$ cat config.mk
export PLATFORM = sky130hd
export DESIGN_NAME = grid_local_peak_finder_flat
export DESIGN_NICKNAME = d
export VERILOG_FILES = /design/src/rtl/glpf_pkg.sv /design/src/rtl/glpf_if.sv /design/src/rtl/glpf_ram.sv /design/src/rtl/glpf_cfg.sv /design/src/rtl/glpf_seq.sv /design/src/rtl/glpf_decide.sv /design/src/rtl/grid_local_peak_finder.sv /design/src/flat_wrapper.sv
export VERILOG_INCLUDE_DIRS = /design/src /design/src/rtl
export SDC_FILE = /design/constraint.sdc
export NUM_CORES = 2
export LEC_CHECK = 0
export ABC_CLOCK_PERIOD_IN_PS = 12960
export BUFFER_PORTS_ARGS = -buffer_cell sky130_fd_sc_hd__buf_2
export CORE_MARGIN = 2
export CORE_UTILIZATION = 35
export CTS_CLUSTER_DIAMETER = 120
export DETAILED_ROUTE_END_ITERATION = 8
export HOLD_SLACK_MARGIN = 0.15
export PLACE_DENSITY = 0.58
export SETUP_SLACK_MARGIN = 0.1
export SLEW_MARGIN = 20
export SYNTH_ARGS = -nofsm -noshare
export SYNTH_HDL_FRONTEND = slang
export SYNTH_SLANG_ARGS = --single-unit
$ cat constraint.sdc
create_clock -name clk -period 12.96 [get_ports clk]
set_clock_uncertainty 0.15 [all_clocks]
set_input_delay 1.296 -clock clk [delete_from_list [all_inputs] [get_ports clk]]
set_output_delay 1.296 -clock clk [all_outputs]
set_load 0.03 [all_outputs]
$ cat src/rtl/grid_local_peak_finder_defines.svh
// ------------------------------------------------------------------------
// Assertion macros for the grid local peak finder
// Shared property forms used by the checks at the end of the top level.
// ------------------------------------------------------------------------
`ifndef GRID_LOCAL_PEAK_FINDER_DEFINES_SVH
`define GRID_LOCAL_PEAK_FINDER_DEFINES_SVH

// The condition pre on one edge implies post on the next edge.
`define GLPF_ASSERT_NEXT(label, clk, rst_n, pre, post) \
	label: assert property (@(posedge clk) disable iff (!rst_n) (pre) |=> (post)) \
		else $error("grid peak finder: next-cycle check failed");

// The condition pre implies post on the same edge.
`define GLPF_ASSERT_SAME(label, clk, rst_n, pre, post) \
	label: assert property (@(posedge clk) disable iff (!rst_n) (pre) |-> (post)) \
		else $error("grid peak finder: same-cycle check failed");

`endif

$ cat src/rtl/glpf_pkg.sv
// ------------------------------------------------------------------------
// Grid local peak finder package
// Field widths, register and command codes, and the structs that pass
// between the sequencer, the decision stage and the top level.
// ------------------------------------------------------------------------
package glpf_pkg;

	// Configuration register layout.
	localparam int CFG_BITS      = 6;
	localparam int APB_DATA_BITS = 32;
	localparam int APB_ADDR_BITS = 3;
	localparam logic [CFG_BITS-1:0] CFG_RESET = 6'd2;
	localparam logic REG_GRID_WIDTH  = 1'b0;
	localparam logic REG_GRID_HEIGHT = 1'b1;

	// Input command codes.
	localparam logic CMD_PIXEL = 1'b0;
	localparam logic CMD_FLUSH = 1'b1;

	// Width of a reported coordinate.
	localparam int COORD_BITS = 5;

	// One cell decision as the sequencer issues it.
	typedef struct packed {
		logic                  decide;
		logic                  has_down;
		logic                  has_left;
		logic                  has_right;
		logic                  has_up;
		logic                  parity;
		logic [COORD_BITS-1:0] row;
		logic [COORD_BITS-1:0] col;
	} glpf_item_t;

	// Line store strobes for one cycle.
	typedef struct packed {
		logic we_a;
		logic we_b;
		logic re;
	} glpf_ram_ctl_t;

	// Decision stage status seen by the top level.
	typedef struct packed {
		logic s1_valid;
		logic s1_hit;
	} glpf_stage_t;

endpackage

$ cat src/rtl/glpf_if.sv
// ------------------------------------------------------------------------
// Grid local peak finder stream interfaces
// Valid/ready channels for pixel input and peak results.
// ------------------------------------------------------------------------
interface glpf_pix_if #(
	parameter int VALUE_BITS = 16
);
	logic                  valid;
	logic                  ready;
	logic                  command;
	logic [VALUE_BITS-1:0] pixel_value;

	modport source (output valid, command, pixel_value, input ready);
	modport sink (input valid, command, pixel_value, output ready);
endinterface

interface glpf_peak_if;
	import glpf_pkg::*;
	logic                  valid;
	logic                  ready;
	logic [COORD_BITS-1:0] peak_row;
	logic [COORD_BITS-1:0] peak_col;

	modport source (output valid, peak_row, peak_col, input ready);
	modport sink (input valid, peak_row, peak_col, output ready);
endinterface

$ cat src/rtl/glpf_ram.sv
// ------------------------------------------------------------------------
// Generic line store RAM
// One write port and two read ports with registered, read-first data.
// ------------------------------------------------------------------------
module glpf_ram #(
	parameter int WIDTH = 16,
	parameter int DEPTH = 32
) (
	input  logic                     clk,
	input  logic                     we,
	input  logic [$clog2(DEPTH)-1:0] waddr,
	input  logic [WIDTH-1:0]         wdata,
	input  logic                     re,
	input  logic [$clog2(DEPTH)-1:0] raddr0,
	input  logic [$clog2(DEPTH)-1:0] raddr1,
	output logic [WIDTH-1:0]         rdata0,
	output logic [WIDTH-1:0]         rdata1
);
	logic [WIDTH-1:0] mem [DEPTH];

	// A read at the address being written returns the old contents.
	always_ff @(posedge clk) begin
		if (we) begin
			mem[waddr] <= wdata;
		end
		if (re) begin
			rdata0 <= mem[raddr0];
			rdata1 <= mem[raddr1];
		end
	end
endmodule

$ cat src/rtl/glpf_cfg.sv
// ------------------------------------------------------------------------
// Grid local peak finder configuration registers
// APB-style access to grid width and height, clamped on write.
// ------------------------------------------------------------------------
module glpf_cfg #(
	parameter int MAX_WIDTH  = 32,
	parameter int MAX_HEIGHT = 32
) (
	input  logic                               clk,
	input  logic                               arst_n,
	input  logic                               psel,
	input  logic                               penable,
	input  logic                               pwrite,
	input  logic [glpf_pkg::APB_ADDR_BITS-1:0] paddr,
	input  logic [glpf_pkg::APB_DATA_BITS-1:0] pwdata,
	output logic [glpf_pkg::APB_DATA_BITS-1:0] prdata,
	output logic                               pready,
	output logic [glpf_pkg::CFG_BITS-1:0]      grid_width,
	output logic [glpf_pkg::CFG_BITS-1:0]      grid_height,
	output logic                               cfg_clear
);
	import glpf_pkg::*;

	logic [CFG_BITS-1:0] width_q;
	logic [CFG_BITS-1:0] height_q;
	logic [CFG_BITS-1:0] wvalue;
	logic                wr_en;

	function automatic logic [CFG_BITS-1:0] clamp_dim(input logic [CFG_BITS-1:0] v,
			input int hi);
		logic [CFG_BITS-1:0] res;
		if (v < CFG_RESET) begin
			res = CFG_RESET;
		end else if (int'(v) > hi) begin
			res = CFG_BITS'(hi);
		end else begin
			res = v;
		end
		return res;
	endfunction

	assign pready = 1'b1;
	assign wr_en  = psel && penable && pwrite && pready;
	assign wvalue = pwdata[CFG_BITS-1:0];

	// Any write to a listed register restarts the grid.
	assign cfg_clear = wr_en;

	// Register writes.
	always_ff @(posedge clk or negedge arst_n) begin
		if (!arst_n) begin
			width_q  <= CFG_RESET;
			height_q <= CFG_RESET;
		end else if (wr_en) begin
			case (paddr[2])
				REG_GRID_WIDTH:  width_q  <= clamp_dim(wvalue, MAX_WIDTH);
				REG_GRID_HEIGHT: height_q <= clamp_dim(wvalue, MAX_HEIGHT);
				default: ;
			endcase
		end
	end

	// Read mux.
	always_comb begin
		case (paddr[2])
			REG_GRID_WIDTH:  prdata = APB_DATA_BITS'(width_q);
			REG_GRID_HEIGHT: prdata = APB_DATA_BITS'(height_q);
			default:         prdata = '0;
		endcase
	end

	assign grid_width  = width_q;
	assign grid_height = height_q;
endmodule

$ cat src/rtl/glpf_seq.sv
// ------------------------------------------------------------------------
// Grid local peak finder sequencer
// Raster and flush counters, line store addressing and decision setup.
// ------------------------------------------------------------------------
module glpf_seq #(
	parameter int MAX_WIDTH  = 32,
	parameter int MAX_HEIGHT = 32
) (
	input  logic                          clk,
	input  logic                          arst_n,
	input  logic                          accept,
	input  logic                          command,
	input  logic [glpf_pkg::CFG_BITS-1:0] grid_width,
	input  logic [glpf_pkg::CFG_BITS-1:0] grid_height,
	input  logic                          cfg_clear,
	output glpf_pkg::glpf_item_t          item,
	output glpf_pkg::glpf_ram_ctl_t       ram_ctl,
	output logic [$clog2(MAX_WIDTH)-1:0]  wr_addr,
	output logic [$clog2(MAX_WIDTH)-1:0]  rd_addr0,
	output logic [$clog2(MAX_WIDTH)-1:0]  rd_addr1
);
	import glpf_pkg::*;

	localparam int CW = $clog2(MAX_WIDTH);
	localparam int HW = $clog2(MAX_HEIGHT + 1);

	logic [HW-1:0] row_q;
	logic [CW-1:0] col_q;
	logic [CW-1:0] flush_q;

	logic [31:0] w, h, row, col, fc, c, r;
	logic        is_pix, pix_eff, fl_eff;

	// Decode the incoming item against the counters.
	always_comb begin
		w       = 32'(grid_width);
		h       = 32'(grid_height);
		row     = 32'(row_q);
		col     = 32'(col_q);
		fc      = 32'(flush_q);
		is_pix  = (command == CMD_PIXEL);
		pix_eff = is_pix && (row < h) && (col < w);
		fl_eff  = !is_pix && (row == h) && (fc < w);
		c       = is_pix ? col : fc;
		r       = is_pix ? (row - 32'd1) : (h - 32'd1);

		item.decide    = (pix_eff && (row != 32'd0)) || fl_eff;
		item.has_down  = is_pix;
		item.has_left  = (c != 32'd0);
		item.has_right = ((c + 32'd1) < w);
		item.has_up    = (r != 32'd0);
		item.parity    = r[0];
		item.row       = COORD_BITS'(r);
		item.col       = COORD_BITS'(c);

		ram_ctl.we_a = accept && pix_eff && !row_q[0];
		ram_ctl.we_b = accept && pix_eff && row_q[0];
		ram_ctl.re   = accept && item.decide;
		wr_addr      = col_q;
		rd_addr0     = CW'(c);
		rd_addr1     = CW'(c + 32'd1);
	end

	// Counter update on each transfer.
	always_ff @(posedge clk or negedge arst_n) begin
		if (!arst_n) begin
			row_q   <= '0;
			col_q   <= '0;
			flush_q <= '0;
		end else if (cfg_clear) begin
			row_q   <= '0;
			col_q   <= '0;
			flush_q <= '0;
		end else if (accept) begin
			if (pix_eff) begin
				if ((col + 32'd1) >= w) begin
					col_q <= '0;
					row_q <= HW'(row + 32'd1);
				end else begin
					col_q <= CW'(col + 32'd1);
				end
			end
			if (fl_eff) begin
				if ((fc + 32'd1) >= w) begin
					row_q   <= '0;
					col_q   <= '0;
					flush_q <= '0;
				end else begin
					flush_q <= CW'(fc + 32'd1);
				end
			end
		end
	end
endmodule

$ cat src/rtl/glpf_decide.sv
// ------------------------------------------------------------------------
// Grid local peak finder decision stage
// Compares a cell with its neighbors and holds the result register.
// ------------------------------------------------------------------------
module glpf_decide #(
	parameter int VALUE_BITS = 16
) (
	input  logic                            clk,
	input  logic                            arst_n,
	input  logic                            accept,
	input  glpf_pkg::glpf_item_t            item,
	input  logic [VALUE_BITS-1:0]           down_value,
	input  logic [VALUE_BITS-1:0]           a_rd0,
	input  logic [VALUE_BITS-1:0]           a_rd1,
	input  logic [VALUE_BITS-1:0]           b_rd0,
	input  logic [VALUE_BITS-1:0]           b_rd1,
	input  logic                            out_ready,
	output logic                            out_valid,
	output logic [glpf_pkg::COORD_BITS-1:0] out_row,
	output logic [glpf_pkg::COORD_BITS-1:0] out_col,
	output logic                            in_ready,
	output glpf_pkg::glpf_stage_t           status
);
	import glpf_pkg::*;

	logic                  valid_s1;
	glpf_item_t            item_s1;
	logic [VALUE_BITS-1:0] down_s1;
	logic [VALUE_BITS-1:0] left_q;
	logic                  valid_s2;
	logic [COORD_BITS-1:0] row_s2;
	logic [COORD_BITS-1:0] col_s2;

	logic [VALUE_BITS-1:0] center, right_v, above;
	logic                  hit, s1_adv;

	// The result register frees stage one whenever it is empty or taken.
	assign s1_adv   = !valid_s2 || out_ready;
	assign in_ready = !valid_s1 || s1_adv;

	// Pick the current and upper rows by parity.
	always_comb begin
		center  = item_s1.parity ? b_rd0 : a_rd0;
		right_v = item_s1.parity ? b_rd1 : a_rd1;
		above   = item_s1.parity ? a_rd0 : b_rd0;
		hit = (!item_s1.has_down  || (center >= down_s1)) &&
		      (!item_s1.has_left  || (center >= left_q)) &&
		      (!item_s1.has_right || (center >= right_v)) &&
		      (!item_s1.has_up    || (center >= above));
	end

	// Stage one control.
	always_ff @(posedge clk or negedge arst_n) begin
		if (!arst_n) begin
			valid_s1 <= 1'b0;
		end else if (accept) begin
			valid_s1 <= item.decide;
		end else if (s1_adv) begin
			valid_s1 <= 1'b0;
		end
	end

	// Stage one payload; the center of a leaving cell is the next left neighbor.
	always_ff @(posedge clk) begin
		if (accept) begin
			item_s1 <= item;
			down_s1 <= down_value;
		end
		if (valid_s1 && s1_adv) begin
			left_q <= center;
		end
	end

	// Result register.
	always_ff @(posedge clk or negedge arst_n) begin
		if (!arst_n) begin
			valid_s2 <= 1'b0;
		end else if (s1_adv) begin
			valid_s2 <= valid_s1 && hit;
		end
	end

	always_ff @(posedge clk) begin
		if (s1_adv) begin
			row_s2 <= item_s1.row;
			col_s2 <= item_s1.col;
		end
	end

	assign out_valid       = valid_s2;
	assign out_row         = row_s2;
	assign out_col         = col_s2;
	assign status.s1_valid = valid_s1;
	assign status.s1_hit   = hit;
endmodule

$ cat src/rtl/grid_local_peak_finder.sv
// ------------------------------------------------------------------------
// Grid local peak finder
// Four-neighbor local maximum detection on a raster-order grid stream.
//
//   Port group  Dir   Content
//   pixel       in    command, pixel_value (valid/ready)
//   peak        out   peak_row, peak_col (valid/ready)
//   APB         in    grid_width at 0x0, grid_height at 0x4
//
// One item is taken every cycle unless the input stalls. A deciding
// transfer reads the line stores into the compare stage, then compares
// into the result register. The pixel input stalls only when both the
// compare stage and the result register hold items. Reset clears counters
// and handshake state; the line stores are not cleared and need no sweep.
// ------------------------------------------------------------------------
`include "grid_local_peak_finder_defines.svh"

module grid_local_peak_finder #(
	parameter int MAX_WIDTH  = 32,
	parameter int MAX_HEIGHT = 32,
	parameter int VALUE_BITS = 16
) (
	input  logic                               clk,
	input  logic                               arst_n,
	input  logic                               psel,
	input  logic                               penable,
	input  logic                               pwrite,
	input  logic [glpf_pkg::APB_ADDR_BITS-1:0] paddr,
	input  logic [glpf_pkg::APB_DATA_BITS-1:0] pwdata,
	output logic [glpf_pkg::APB_DATA_BITS-1:0] prdata,
	output logic                               pready,
	glpf_pix_if.sink                           pixel,
	glpf_peak_if.source                        peak
);
	import glpf_pkg::*;

	localparam int AW = $clog2(MAX_WIDTH);

	logic [CFG_BITS-1:0]   grid_width;
	logic [CFG_BITS-1:0]   grid_height;
	logic                  cfg_clear;
	logic                  accept;
	logic                  in_ready;
	glpf_item_t            item;
	glpf_ram_ctl_t         ram_ctl;
	glpf_stage_t           status;
	logic [AW-1:0]         wr_addr, rd_addr0, rd_addr1;
	logic [VALUE_BITS-1:0] pix_val;
	logic [VALUE_BITS-1:0] a_rd0, a_rd1, b_rd0, b_rd1;

	assign pixel.ready = in_ready;
	assign accept      = pixel.valid && in_ready;
	assign pix_val     = pixel.pixel_value;

	// Configuration registers.
	glpf_cfg #(
		.MAX_WIDTH  (MAX_WIDTH),
		.MAX_HEIGHT (MAX_HEIGHT)
	) u_cfg (
		.clk         (clk),
		.arst_n      (arst_n),
		.psel        (psel),
		.penable     (penable),
		.pwrite      (pwrite),
		.paddr       (paddr),
		.pwdata      (pwdata),
		.prdata      (prdata),
		.pready      (pready),
		.grid_width  (grid_width),
		.grid_height (grid_height),
		.cfg_clear   (cfg_clear)
	);

	// Raster counters and store addressing.
	glpf_seq #(
		.MAX_WIDTH  (MAX_WIDTH),
		.MAX_HEIGHT (MAX_HEIGHT)
	) u_seq (
		.clk         (clk),
		.arst_n      (arst_n),
		.accept      (accept),
		.command     (pixel.command),
		.grid_width  (grid_width),
		.grid_height (grid_height),
		.cfg_clear   (cfg_clear),
		.item        (item),
		.ram_ctl     (ram_ctl),
		.wr_addr     (wr_addr),
		.rd_addr0    (rd_addr0),
		.rd_addr1    (rd_addr1)
	);

	// Line store for even rows.
	glpf_ram #(
		.WIDTH (VALUE_BITS),
		.DEPTH (MAX_WIDTH)
	) u_store_a (
		.clk    (clk),
		.we     (ram_ctl.we_a),
		.waddr  (wr_addr),
		.wdata  (pix_val),
		.re     (ram_ctl.re),
		.raddr0 (rd_addr0),
		.raddr1 (rd_addr1),
		.rdata0 (a_rd0),
		.rdata1 (a_rd1)
	);

	// Line store for odd rows.
	glpf_ram #(
		.WIDTH (VALUE_BITS),
		.DEPTH (MAX_WIDTH)
	) u_store_b (
		.clk    (clk),
		.we     (ram_ctl.we_b),
		.waddr  (wr_addr),
		.wdata  (pix_val),
		.re     (ram_ctl.re),
		.raddr0 (rd_addr0),
		.raddr1 (rd_addr1),
		.rdata0 (b_rd0),
		.rdata1 (b_rd1)
	);

	// Neighbor compare and result register.
	glpf_decide #(
		.VALUE_BITS (VALUE_BITS)
	) u_decide (
		.clk        (clk),
		.arst_n     (arst_n),
		.accept     (accept),
		.item       (item),
		.down_value (pix_val),
		.a_rd0      (a_rd0),
		.a_rd1      (a_rd1),
		.b_rd0      (b_rd0),
		.b_rd1      (b_rd1),
		.out_ready  (peak.ready),
		.out_valid  (peak.valid),
		.out_row    (peak.peak_row),
		.out_col    (peak.peak_col),
		.in_ready   (in_ready),
		.status     (status)
	);

	// A deciding transfer always lands in the compare stage.
	`GLPF_ASSERT_NEXT(a_decide_loads, clk, arst_n, accept && item.decide, status.s1_valid)
	// A hit leaving the compare stage shows up as a result.
	`GLPF_ASSERT_NEXT(a_hit_reported, clk, arst_n,
		status.s1_valid && status.s1_hit && (!peak.valid || peak.ready), peak.valid)
	// An empty compare stage never produces a result.
	`GLPF_ASSERT_NEXT(a_no_phantom, clk, arst_n,
		!status.s1_valid && (!peak.valid || peak.ready), !peak.valid)
	// Input back-pressure only comes from a full, stalled pipeline.
	`GLPF_ASSERT_SAME(a_stall_cause, clk, arst_n, !pixel.ready,
		status.s1_valid && peak.valid && !peak.ready)
endmodule

$ cat src/flat_wrapper.sv
// flat-port wrapper written by rule: the top's interface ports become plain ports
module grid_local_peak_finder_flat import glpf_pkg::*;
#(
	parameter int MAX_WIDTH  = 32,
	parameter int MAX_HEIGHT = 32,
	parameter int VALUE_BITS = 16
)
  (clk, arst_n, psel, penable, pwrite, paddr, pwdata, prdata, pready, pixel_valid, pixel_command, pixel_pixel_value, pixel_ready, peak_valid, peak_peak_row, peak_peak_col, peak_ready);
  glpf_pix_if #(.VALUE_BITS(VALUE_BITS)) pixel_i ();
  glpf_peak_if peak_i ();
  input  logic clk;
  input  logic arst_n;
  input  logic psel;
  input  logic penable;
  input  logic pwrite;
  input  logic [glpf_pkg::APB_ADDR_BITS-1:0] paddr;
  input  logic [glpf_pkg::APB_DATA_BITS-1:0] pwdata;
  output logic [glpf_pkg::APB_DATA_BITS-1:0] prdata;
  output logic pready;
  input wire logic [$bits(pixel_i.valid)-1:0] pixel_valid;
  input wire logic [$bits(pixel_i.command)-1:0] pixel_command;
  input wire logic [$bits(pixel_i.pixel_value)-1:0] pixel_pixel_value;
  output wire logic [$bits(pixel_i.ready)-1:0] pixel_ready;
  output wire logic [$bits(peak_i.valid)-1:0] peak_valid;
  output wire logic [$bits(peak_i.peak_row)-1:0] peak_peak_row;
  output wire logic [$bits(peak_i.peak_col)-1:0] peak_peak_col;
  input wire logic [$bits(peak_i.ready)-1:0] peak_ready;
  assign pixel_i.valid = pixel_valid;
  assign pixel_i.command = pixel_command;
  assign pixel_i.pixel_value = pixel_pixel_value;
  assign pixel_ready = pixel_i.ready;
  assign peak_valid = peak_i.valid;
  assign peak_peak_row = peak_i.peak_row;
  assign peak_peak_col = peak_i.peak_col;
  assign peak_i.ready = peak_ready;
  grid_local_peak_finder #(.MAX_WIDTH(MAX_WIDTH), .MAX_HEIGHT(MAX_HEIGHT), .VALUE_BITS(VALUE_BITS)) u_core (.clk(clk), .arst_n(arst_n), .psel(psel), .penable(penable), .pwrite(pwrite), .paddr(paddr), .pwdata(pwdata), .prdata(prdata), .pready(pready), .pixel(pixel_i), .peak(peak_i));
endmodule
==> impl_metrics.toml <==
[synthesis]
avgSynthCellArea_um2 = 13.81
synth-seq-cells = 1174
yosys_warnings = 0
synth_cell_types = 68
synth_ff_type = "edfxtp_1"
synth_edf_count = 1144
yosysSeqAreaShare_pct = 60.36
netlist_area_mm2 = 0.05816
async_flop_share_pct = 2.555
netlist_instances = 4211

[routing]
viasPerCell = 6.014
drt-initial-drc-count = 4626
wirelength_um = 188300
vias = 38720
first_pass_iters = 7
drc = 0
wire_per_inst_um = 29.24
ant_nets = 0

[floorplanning]
die_w_um = 411.7
dieArea_mm2 = 0.1695
chipHeight_um = 411.7
start_util_pct = 35.25
num_rows = 149
core-area_mm2 = 0.1650
io_pins = 104

[worst_setup_path]
slowest_delay_ps = 910
critPathRequiredTime_ps = 13240
cp_top_family = "buffers and inverters"
path_cells = "mux2_8 > inv_8 > ha_4 > buf_12 > buf_4 > mux4_2 > mux4_2 > nand2_1 > o221ai_1"
crit_arrival_ps = 6230
criticalPathCategory = "reg2reg"
crit_path_start_kind = "flop"
reg2reg_depth = 9
cpMostUsedCell = "mux4_2"
rrSetupSlack_ps = 7010
cp-end-kind = "flop"
slowest_stage = "dfrtp_4"
cp.buffers_inverters = 3
r2r_end = "u_core.u_store_a.rdata1[0]$_DFFE_PP_"
critical_path.max_fanout = 119
rr_startpoint = "u_core.u_seq.flush_q[0]$_DFFE_PN0P_"

[cts]
cts.clk_slew.worst_paths_ps = 60
clk_path_buf_depth = 3
cts_tree = "done"
cts_hold_buffers = 0
ctsResizeCount = 0
htree_levels = 3
clk_latency_ps = 760
cts_setup_buffers = 0
cts_buffers = 118
cts-root-buf = "clkbuf_16"
clock-sinks = 1174

[sta]
period_needed_ps = 5952
rsz0062_at_grt = "false"
worstMarginPinSlew_ps = 1068
fin_crit_sh_pct = 45.93
setup_viol_count_final = 0
fmax_ghz = 0.1680
final_max_slew_viol_count = 0
tns_ps = 0
slew_headroom_pct = 28.21
hold_viol_final = 0

[global_routing]
antenna_found_initial = 5
grt-ovfl-total = 0
grt_pass1_wl_um = 267000
grt_start_max_net_pins = 129
first_global_vias = 37430
grt_use_total_pct = 21.76

[power]
clockPowerShare_pct = 29.4
switchingPower_mw = 4.072
swShare_pct = 33.68
pwr-share-seq_pct = 37.3
p_int_mw = 8.018
powerDensity_mw_per_mm2 = 186.1
peakVddDrop_mv = 0.2158
leakagePower_nw = 21.93
total_power_mw = 12.09
combPwrFrac_pct = 33.3

[finish]
nets = 4311
drive_gt1_share_pct = 16.94
fin_util_pct = 39.37
area.growth.synth_to_final_pct = 11.69
nFillCells = 15180
stdcell_area_mm2 = 0.06496

[hold_path]
hold_depth = 0
holdCritStartpoint = "u_core.u_decide.item_s1[0]$_DFFE_PP_"
hold-path-endpoint = "u_core.u_decide.out_col[0]$_DFFE_PP_"
hp-class = "reg2reg"

[place]
dpl.hpwl_um = 104500
globalplace.congestion = 0.8521
port_buffers = 48
placedInstanceArea_mm2 = 0.06092

[flow_run]
drv_cap = 0

[run_status]
outcome = "finished, final reports clean"
==> cell usage after synthesis, drive strengths merged (63+ instances only) <==
cell	number	area share, %
nor3	70	0.60
o221ai	105	1.6
a311oi	64	0.96
mux2i	240	4.1
a211oi	72	0.93
clkbuf	204	1.3
buf	152	1.6
o21ai	129	1.1
ha	107	2.3
mux4	288	11
nor2	208	1.3
a21oi	304	2.6
and3	67	0.72
edfxtp	1144	59
nand2	593	3.8
o2111ai	63	0.95
==> cell type report <==
class | instances | area, um2 | share of cell area [%]
diodes | 4 | 10.01 | 0.01541
clock inverters | 78 | 835.8 | 1.287
repair buffers | 145 | 1105 | 1.701
flip-flops and latches | 1174 | 35120 | 54.07
inverters | 62 | 250.2 | 0.3852
well taps | 2189 | 2739 | 4.216
clock buffers | 142 | 3128 | 4.815
multi-input cells | 2644 | 21770 | 33.51
==> registers in the layout, indices dropped and copies added, names as in the netlist, 6 cells and up <==
signal / flops
u_core.u_decide.item_s1: 14
u_core.u_decide.left_q: 16
u_core.u_store_b.rdata0: 16
u_core.u_store_b.rdata1: 16
u_core.u_store_a.rdata1: 16
u_core.u_decide.down_s1: 16
u_core.u_cfg.grid_height: 6
u_core.u_store_a.mem: 512
u_core.u_store_b.mem: 512
u_core.u_cfg.grid_width: 6
u_core.u_seq.row_q: 6
u_core.u_store_a.rdata0: 16
==> how the worst max path moves through the flow <==
stage,from,endpoint,slack [ps],cells after the start
finish,u_core.u_seq.flush_q[0]$_DFFE_PN0P_,u_core.u_store_a.rdata1[0]$_DFFE_PP_,7010,9
global route,u_core.u_seq.flush_q[0]$_DFFE_PN0P_,u_core.u_store_a.rdata1[10]$_DFFE_PP_,6770,8
CTS,u_core.u_seq.flush_q[0]$_DFFE_PN0P_,u_core.u_store_a.rdata1[0]$_DFFE_PP_,6930,9
detailed placement,pixel_command,u_core.u_store_a.rdata1[0]$_DFFE_PP_,6210,10
global placement,pixel_command,u_core.u_store_a.rdata1[0]$_DFFE_PP_,6190,10
floorplan,pixel_command,u_core.u_store_a.rdata0[0]$_DFFE_PP_,6930,8
==> power by group through the flow <==
stage	sequential [mW]	clock, mW	combinational, mW
2_1_floorplan	4.48	0	2.92
3_3_place_gp	4.58	0	3.96
3_5_place_dp	4.58	0	3.99
4_1_cts	4.50	3.59	4.00
5_1_grt	4.51	3.73	4.29
6_report	4.50	3.56	4.03
==> kinds of logic (layout without fill, tap and decap cells) <==
kind of cell               Yosys count  in the layout  share of synthesized area (%)
other                                2             31                        0.01291
DFF                               1174           1174                          60.36
xor gates and xnor gates            14             14                         0.2237
muxes                              549            549                          15.70
buffers and inverters              418            427                          3.315
adders and majority gates          107            107                          2.302
and+or+nand+nor                   1020           1020                          7.379
AOI/OAI and AO/OA                  927            927                          10.71
==> metal layers <==
layer | vias to the layer above | track usage, % | share of wire [%]
met3 | 456 | 3.738 | 8.9
met1 | 19800 | 28.73 | 40
met2 | 1996 | 35.06 | 47
met5 | - | 0 | 0.0069
li1 | 16460 | - | -
met4 | 2 | 9.859 | 4.6
==> through the flow <==
stage,setup WS (ps),hold slack [ps],instances
after floorplan,6929,250.3,4236
after global placement,6194,250.3,6210
after detailed placement,6205,254.5,6211
after CTS,6935,269.2,6431
after global routing,6766,272.5,6434
final,7008,268.3,6438
==> cell usage in the layout (no fill, tap or decap), drive strengths merged, types with 7 or more instances in the layout <==
cell / n
clkbuf: 142
o2111ai: 63
mux2i: 240
nand2: 593
nand3: 17
nor3: 70
a311oi: 64
mux4: 288
a21oi: 304
a211oi: 72
o221ai: 105
xnor2: 9
and3: 67
buf: 145
dfrtp: 28
a2bb2oi: 30
conb: 27
edfxtp: 1144
clkinv: 56
nand3b: 7
a31oi: 12
o21bai: 62
o21ai: 129
nand2b: 16
ha: 107
a22oi: 32
inv: 63
nor2: 208
nand4: 15
a21o: 8
mux2: 21
bufinv: 17
Power figures use the tool's default switching activity.
